==> config.mk <==
export PLATFORM = sky130hd
export DESIGN_NAME = backlight_level_to_pwm_duty
export DESIGN_NICKNAME = d
export VERILOG_FILES = /design/src/rtl/blpd_pkg.sv /design/src/rtl/backlight_level_to_pwm_duty.sv
export SDC_FILE = /design/constraint.sdc
export NUM_CORES = 2
export LEC_CHECK = 0
export BUFFER_PORTS_ARGS = -buffer_cell sky130_fd_sc_hd__buf_4
export CORE_MARGIN = 2
export CORE_UTILIZATION = 32
export CTS_CLUSTER_SIZE = 28
export DETAILED_ROUTE_END_ITERATION = 16
export PLACE_DENSITY = 0.46
export SLEW_MARGIN = 20
export SYNTH_ARGS = -nofsm -noshare
export SYNTH_HDL_FRONTEND = slang
export SYNTH_SLANG_ARGS = --single-unit
==> constraint.sdc <==
create_clock -name clk -period 24.7 [get_ports clk]
set_clock_uncertainty 0.2 [all_clocks]
set_input_delay 0 -clock clk [delete_from_list [all_inputs] [get_ports clk]]
set_output_delay 0 -clock clk [all_outputs]
set_load 0.1 [all_outputs]
==> src/rtl/blpd_pkg.sv <==
// ----------------------------------------------------------------------------
// blpd_pkg
// types, register indexes and brightness curves for the backlight duty block
// ----------------------------------------------------------------------------
package blpd_pkg;

	typedef struct packed {
		logic [7:0] intensity;
		logic       power_off;
		logic       fb_blanked;
	} lvl_t;

	typedef struct packed {
		logic [23:0] duty_ns;
		logic        pwm_on;
	} pwm_t;

	typedef enum logic [2:0] {
		CFG_RESUMED      = 3'd0,
		CFG_PANEL_SELECT = 3'd1,
		CFG_PERIOD_NS    = 3'd2,
		CFG_LOWER_OFFSET = 3'd3,
		CFG_MAX_LEVEL    = 3'd4
	} cfg_idx_t;

	localparam int          CFG_W        = 24;
	localparam int          CURVE_LEN    = 35;
	localparam logic [7:0]  DIM_LIMIT    = 8'd10;
	localparam logic [7:0]  DIM_LEVEL    = 8'd10;
	localparam logic [7:0]  TOP_REQUEST  = 8'd255;
	localparam logic [23:0] RST_PERIOD   = 24'd1000000;
	localparam logic [23:0] RST_OFFSET   = 24'd0;
	localparam logic [7:0]  RST_MAX_LVL  = 8'd255;
	localparam logic [23:0] DUTY_MAX     = 24'hFFFFFF;

	// divider: 32-bit dividend, 8-bit divisor, four quotient bits per stage
	localparam int DIV_STAGES = 8;
	localparam int DIV_STEP   = 4;

	localparam logic [7:0] CURVE_STEP [CURVE_LEN] = '{
		8'd10, 8'd20, 8'd30, 8'd40, 8'd50, 8'd60, 8'd70, 8'd80, 8'd90, 8'd100,
		8'd110, 8'd120, 8'd130, 8'd140, 8'd150, 8'd160, 8'd165, 8'd170, 8'd175,
		8'd180, 8'd185, 8'd190, 8'd195, 8'd200, 8'd205, 8'd210, 8'd215, 8'd220,
		8'd225, 8'd230, 8'd235, 8'd240, 8'd245, 8'd250, 8'd255
	};

	localparam logic [7:0] CURVE_TUNE [2][CURVE_LEN] = '{
		'{8'd7, 8'd10, 8'd16, 8'd22, 8'd28, 8'd35, 8'd40, 8'd45, 8'd50, 8'd55,
		  8'd60, 8'd65, 8'd72, 8'd78, 8'd85, 8'd92, 8'd98, 8'd104, 8'd110,
		  8'd115, 8'd120, 8'd125, 8'd130, 8'd135, 8'd140, 8'd145, 8'd150,
		  8'd155, 8'd160, 8'd165, 8'd170, 8'd175, 8'd181, 8'd187, 8'd193},
		'{8'd16, 8'd22, 8'd28, 8'd35, 8'd40, 8'd45, 8'd50, 8'd55, 8'd60, 8'd65,
		  8'd72, 8'd78, 8'd85, 8'd92, 8'd98, 8'd104, 8'd110, 8'd115, 8'd120,
		  8'd125, 8'd130, 8'd135, 8'd140, 8'd145, 8'd150, 8'd155, 8'd160,
		  8'd165, 8'd170, 8'd175, 8'd181, 8'd187, 8'd193, 8'd199, 8'd205}
	};

endpackage

==> src/rtl/backlight_level_to_pwm_duty.sv <==
// ----------------------------------------------------------------------------
// backlight_level_to_pwm_duty
// maps a brightness request through a tuned curve and scales it to a pwm
// on-time: lookup, multiply, eight-stage divide, offset add and saturate
// ----------------------------------------------------------------------------
//   channel   direction   handshake              payload
//   lvl       in          lvl_valid / lvl_stall  intensity, power_off, fb_blanked
//   pwm       out         pwm_valid / pwm_stall  duty_ns, pwm_on
//   cfg       in          cfg_we                 cfg_idx, cfg_data
//
// one beat per cycle while pwm is not stalled; eleven register stages (lookup,
// multiply, the eight radix-16 divider stages and the output register) lie
// between a beat's accepting edge and its result on pwm. reset loads register
// defaults and empties the pipeline.
// a stalled result beat freezes every stage and raises lvl_stall; a beat is
// dropped only if it is accepted while resumed is clear.
// ----------------------------------------------------------------------------
module backlight_level_to_pwm_duty #(
	parameter int TABLE_ENTRIES = 35
) (
	input  logic                  clk,
	input  logic                  arst_n,
	input  logic                  lvl_valid,
	output logic                  lvl_stall,
	input  blpd_pkg::lvl_t        lvl,
	output logic                  pwm_valid,
	input  logic                  pwm_stall,
	output blpd_pkg::pwm_t        pwm,
	input  logic                  cfg_we,
	input  blpd_pkg::cfg_idx_t    cfg_idx,
	input  logic [blpd_pkg::CFG_W-1:0] cfg_data
);
	import blpd_pkg::*;

	localparam int NUSED = (TABLE_ENTRIES > CURVE_LEN) ? CURVE_LEN :
		((TABLE_ENTRIES < 1) ? 1 : TABLE_ENTRIES);
	localparam int LAST = NUSED - 1;

	logic        resumed_q;
	logic        panel_sel_q;
	logic [23:0] period_q;
	logic [23:0] offset_q;
	logic [7:0]  max_lvl_q;

	logic        adv;
	logic [7:0]  level_nx;
	logic [23:0] span_nx;
	logic [7:0]  divisor;

	logic        vld_s1;
	logic        zero_s1;
	logic [7:0]  level_s1;
	logic [23:0] span_s1;

	logic        vld_s2;
	logic        zero_s2;
	logic [31:0] prod_s2;

	logic        vld_s  [DIV_STAGES];
	logic        zero_s [DIV_STAGES];
	logic [31:0] num_s  [DIV_STAGES];
	logic [7:0]  rem_s  [DIV_STAGES];
	logic [31:0] num_nx [DIV_STAGES];
	logic [7:0]  rem_nx [DIV_STAGES];

	logic [32:0] sum;

	// configuration registers
	always_ff @(posedge clk or negedge arst_n) begin
		if (!arst_n) begin
			resumed_q   <= 1'b1;
			panel_sel_q <= 1'b0;
			period_q    <= RST_PERIOD;
			offset_q    <= RST_OFFSET;
			max_lvl_q   <= RST_MAX_LVL;
		end else if (cfg_we) begin
			unique case (cfg_idx)
				CFG_RESUMED:      resumed_q   <= cfg_data[0];
				CFG_PANEL_SELECT: panel_sel_q <= cfg_data[0];
				CFG_PERIOD_NS:    period_q    <= cfg_data;
				CFG_LOWER_OFFSET: offset_q    <= cfg_data;
				CFG_MAX_LEVEL:    max_lvl_q   <= cfg_data[7:0];
				default: ;
			endcase
		end
	end

	assign adv       = !pwm_valid || !pwm_stall;
	assign lvl_stall = !adv;
	assign divisor   = (max_lvl_q == 8'd0) ? 8'd1 : max_lvl_q;

	// curve lookup
	always_comb begin
		level_nx = lvl.intensity;
		for (int i = CURVE_LEN - 1; i >= 0; i--) begin
			if (i < NUSED && lvl.intensity <= CURVE_STEP[i])
				level_nx = CURVE_TUNE[panel_sel_q][i];
		end
		if (lvl.intensity == TOP_REQUEST)
			level_nx = CURVE_TUNE[panel_sel_q][LAST];
		if (lvl.intensity < DIM_LIMIT)
			level_nx = DIM_LEVEL;
	end

	assign span_nx = (offset_q < period_q) ? (period_q - offset_q) : 24'd0;

	// restoring division, DIV_STEP quotient bits per stage
	always_comb begin
		logic [31:0] t_num;
		logic [7:0]  t_rem;
		logic [8:0]  t_r9;
		for (int k = 0; k < DIV_STAGES; k++) begin
			if (k == 0) begin
				t_num = prod_s2;
				t_rem = 8'd0;
			end else begin
				t_num = num_s[k-1];
				t_rem = rem_s[k-1];
			end
			for (int b = 0; b < DIV_STEP; b++) begin
				t_r9  = {t_rem, t_num[31]};
				t_num = {t_num[30:0], 1'b0};
				if (t_r9 >= {1'b0, divisor}) begin
					t_r9     = t_r9 - {1'b0, divisor};
					t_num[0] = 1'b1;
				end
				t_rem = t_r9[7:0];
			end
			num_nx[k] = t_num;
			rem_nx[k] = t_rem;
		end
	end

	assign sum = {9'd0, offset_q} + {1'b0, num_s[DIV_STAGES-1]};

	// pipeline valid bits
	always_ff @(posedge clk or negedge arst_n) begin
		if (!arst_n) begin
			vld_s1    <= 1'b0;
			vld_s2    <= 1'b0;
			pwm_valid <= 1'b0;
			for (int k = 0; k < DIV_STAGES; k++)
				vld_s[k] <= 1'b0;
		end else if (adv) begin
			vld_s1   <= lvl_valid && resumed_q;
			vld_s2   <= vld_s1;
			vld_s[0] <= vld_s2;
			for (int k = 1; k < DIV_STAGES; k++)
				vld_s[k] <= vld_s[k-1];
			pwm_valid <= vld_s[DIV_STAGES-1];
		end
	end

	// pipeline payload
	always_ff @(posedge clk) begin
		if (adv) begin
			zero_s1  <= lvl.power_off || lvl.fb_blanked || (lvl.intensity == 8'd0);
			level_s1 <= level_nx;
			span_s1  <= span_nx;

			zero_s2 <= zero_s1;
			prod_s2 <= 32'(level_s1) * 32'(span_s1);

			zero_s[0] <= zero_s2;
			for (int k = 1; k < DIV_STAGES; k++)
				zero_s[k] <= zero_s[k-1];
			for (int k = 0; k < DIV_STAGES; k++) begin
				num_s[k] <= num_nx[k];
				rem_s[k] <= rem_nx[k];
			end

			if (zero_s[DIV_STAGES-1]) begin
				pwm.duty_ns <= 24'd0;
				pwm.pwm_on  <= 1'b0;
			end else begin
				pwm.duty_ns <= (sum[32:24] != 9'd0) ? DUTY_MAX : sum[23:0];
				pwm.pwm_on  <= 1'b1;
			end
		end
	end

endmodule

==> results.tsv <==
metric	value	unit
Critical R2R Capture	rem_s[1][13]	
Inserted Clock Buffers	55	
R2R cell count	43	
row count	124	
CP top delay family	compound AO/OA/AOI/OAI gates	
total track usage	16.7	%
Routed Antenna Nets	0	
Max transition margin	32.6	%
final hold viol count	1	
synth warn	0	
worst setup path end	rem_s[1][13]	
Yosys top cell area share	33.2	%
most numerous cell in the Yosys netlist	edfxtp_1	
min-delay worst type	in2reg	
drt total wl	98000	microns
CTS clk-pin slew, worst paths	0.06	ns
ys async rst share	14.4	%
residual DRC count	0	
FMAX	88.6	MHz
post-CTS setup buffers	0	
Yosys cell types	96	
max capacitance violation total	0	
Area Overhead vs Synth	13.6	%
post-synthesis cell area	0.0371	sq mm
Port Buf Inserts	68	
min cycle time layout	11.29	ns
Layout Nets	4240	
TritonCTS clock tree	built	
largest net degree at the start of global routing	151	
total number of vias	26041	
WL/cell	18.7	microns
CORE AREA	0.115	sq mm
antenna violations before repair	1	
Synth top cells by count	edfxtp_1 (411), ha_1 (353), inv_1 (336), nand2_1 (253), a21oi_1 (247)	
Critical Path Fanout Max	11	
Worst EP arrival	11.47	ns
crit path max-delay cell type	o21ai_0	
Root Buffer Master	clkbuf_16	
hold slack	-0.0232	ns
Via-to-Cell Ratio	4.97	
top post-synthesis cells by area	edfxtp_1 (33%), ha_1 (12%), fa_1 (8.8%)	
die height	345	microns
Crit path depth	43	
failing checks	hold timing	
CP max stage delay	0.66	ns
Startpoint Class	flip-flop	
Critical Path Start	max_lvl_q[3]	
Die X	345	microns
Fin Setup TNS	0	ns
R2R setup slack	13.41	ns
Syn Nets	4068	
CP Capture Type	flip-flop	
status	finished with violations	
Worst-Skew Late Latency	0.64	ns
period utilization	45.7	%
global-route wire length before repair	154000	microns
Initial Utilization	32.4	%
FF-to-FF Start	max_lvl_q[3]	
Slew Limit Fails	0	
number of DRC markers in iteration 0	1480	
WP buf/inv	4	
post-synthesis sequential area ratio	37.9	%
top_reg_cell synth	edfxtp_1	
Resized Gates After CTS	0	
EDFF count, synth	411	
Least-Margin Pin Slew	1.01	ns
GR Overflow Total	0	
deepest clock path buffer count	3	
Avg Cell Area, Syn	10.6	sq um
layout cell share with drive strength beyond 1	11.9	%
CP required	24.88	ns
Fill cells	11395	
dominant cell type by area after synthesis	edfxtp_1	
vias in the first global route	26583	
hpwl dp	71500	microns
H-tree lvl count	2	
Post-Syn Instances	3509	
Detailed Routing Iterations Pass 1	5	
Synth Register Bits	480	
total I/O pin count	69	
routability cong.	0.888	
final setup fails	0	
WS Path Type	reg2reg	
DIE AREA	0.119	sq mm
RSZ-0062 raised after global routing	false	
Worst Hold Launch	pwm_stall	
clock sink total	480	
==> how the worst min path moves through the flow <==
stage	endpoint	slack, ns	cells past startpoint
global route	period_q[3]	0.05	3
floorplan	offset_q[0]	-0.50	0
finish	pwm_valid	-0.02	3
CTS	pwm_valid	0.01	3
global placement	vld_s[1]	-0.009	1
detailed placement	vld_s[1]	-0.005	1
==> worst min-delay path, stage by stage <==
cell and delay (ns):
buf_4 0.09, nand2_4 0.41, nand2b_1 0.24
==> kinds of logic after synthesis <==
family	count (synthesis)	share of synthesized area, %
AO/OA/AOI/OAI	758	13.2
XOR/XNOR	213	5.02
adder cells (fa/ha/maj)	517	20.7
buffers and inverters	418	4.39
flip-flops	480	37.9
multiplexers	218	6.73
AND/OR/NAND/NOR	905	12.0
==> stage by stage <==
step                      instance area [sq um]  setup slack [ns]  utilization [%]  std cells
after floorplan                           37100              5.92                -       3509
final                                     42200             13.41             36.8       5240
after detailed placement                  39500             13.54             34.4       5047
after CTS                                 42200             13.49             36.8       5238
after global routing                      42200             12.38             36.8       5238
after global placement                    39500             13.61             34.4       5047
==> layout make-up <==
class                   count  area (sq um)  area share, %
diodes                      2          5.00         0.0119
clock buffers              67          1480           3.52
clock inverters            35           314          0.744
inverters                 340          1280           3.02
multi-input cells        2611         21400           50.8
flip-flops and latches    480         14100           33.4
well taps                1512          1890           4.48
repair buffers            193          1700           4.03
==> layout by cell type (no fill, tap or decap), drive strengths merged, types with 81 or more instances in the layout <==
cell type and instances:
a21o 81, a21oi 252, and2 100, buf 105
dlygate4sd3 88, edfxtp 411, fa 164, ha 353
inv 341, mux2 180, nand2 255, nor2 220
o21ai 174, xnor2 131, xor2 82
==> routing by layer <==
layer / up-vias / part of all wire (%) / global-route usage (%) / wire length, microns
li1: 12898 / - / - / -
met1: 12701 / 49 / 23.3 / 47600
met2: 334 / 47 / 27.8 / 45600
met3: 106 / 2.6 / 1.68 / 2590
met4: 2 / 2.2 / 3.88 / 2140
met5: - / 0.013 / 0 / 13
==> registers in the layout, summed over array words and instances, names as in the netlist <==
signal,flops
zero_s2,1
zero_s,8
vld_s2,1
num_s,256
max_lvl_q,8
zero_s1,1
vld_s,8
prod_s2,32
panel_sel_q,1
resumed_q,1
pwm_valid,1
level_s1,8
rem_s,56
span_s1,24
pwm,25
period_q,24
offset_q,24
vld_s1,1
==> timing repair <==
action | CTS | global route
endpoints found under the setup margin | 0 | 0
hold buffers | 89 | 0
hold endpoints to repair | 137 | 0
Power is not shown: default switching activity piles up to over one toggle a cycle in this logic, so the estimate is an artifact.
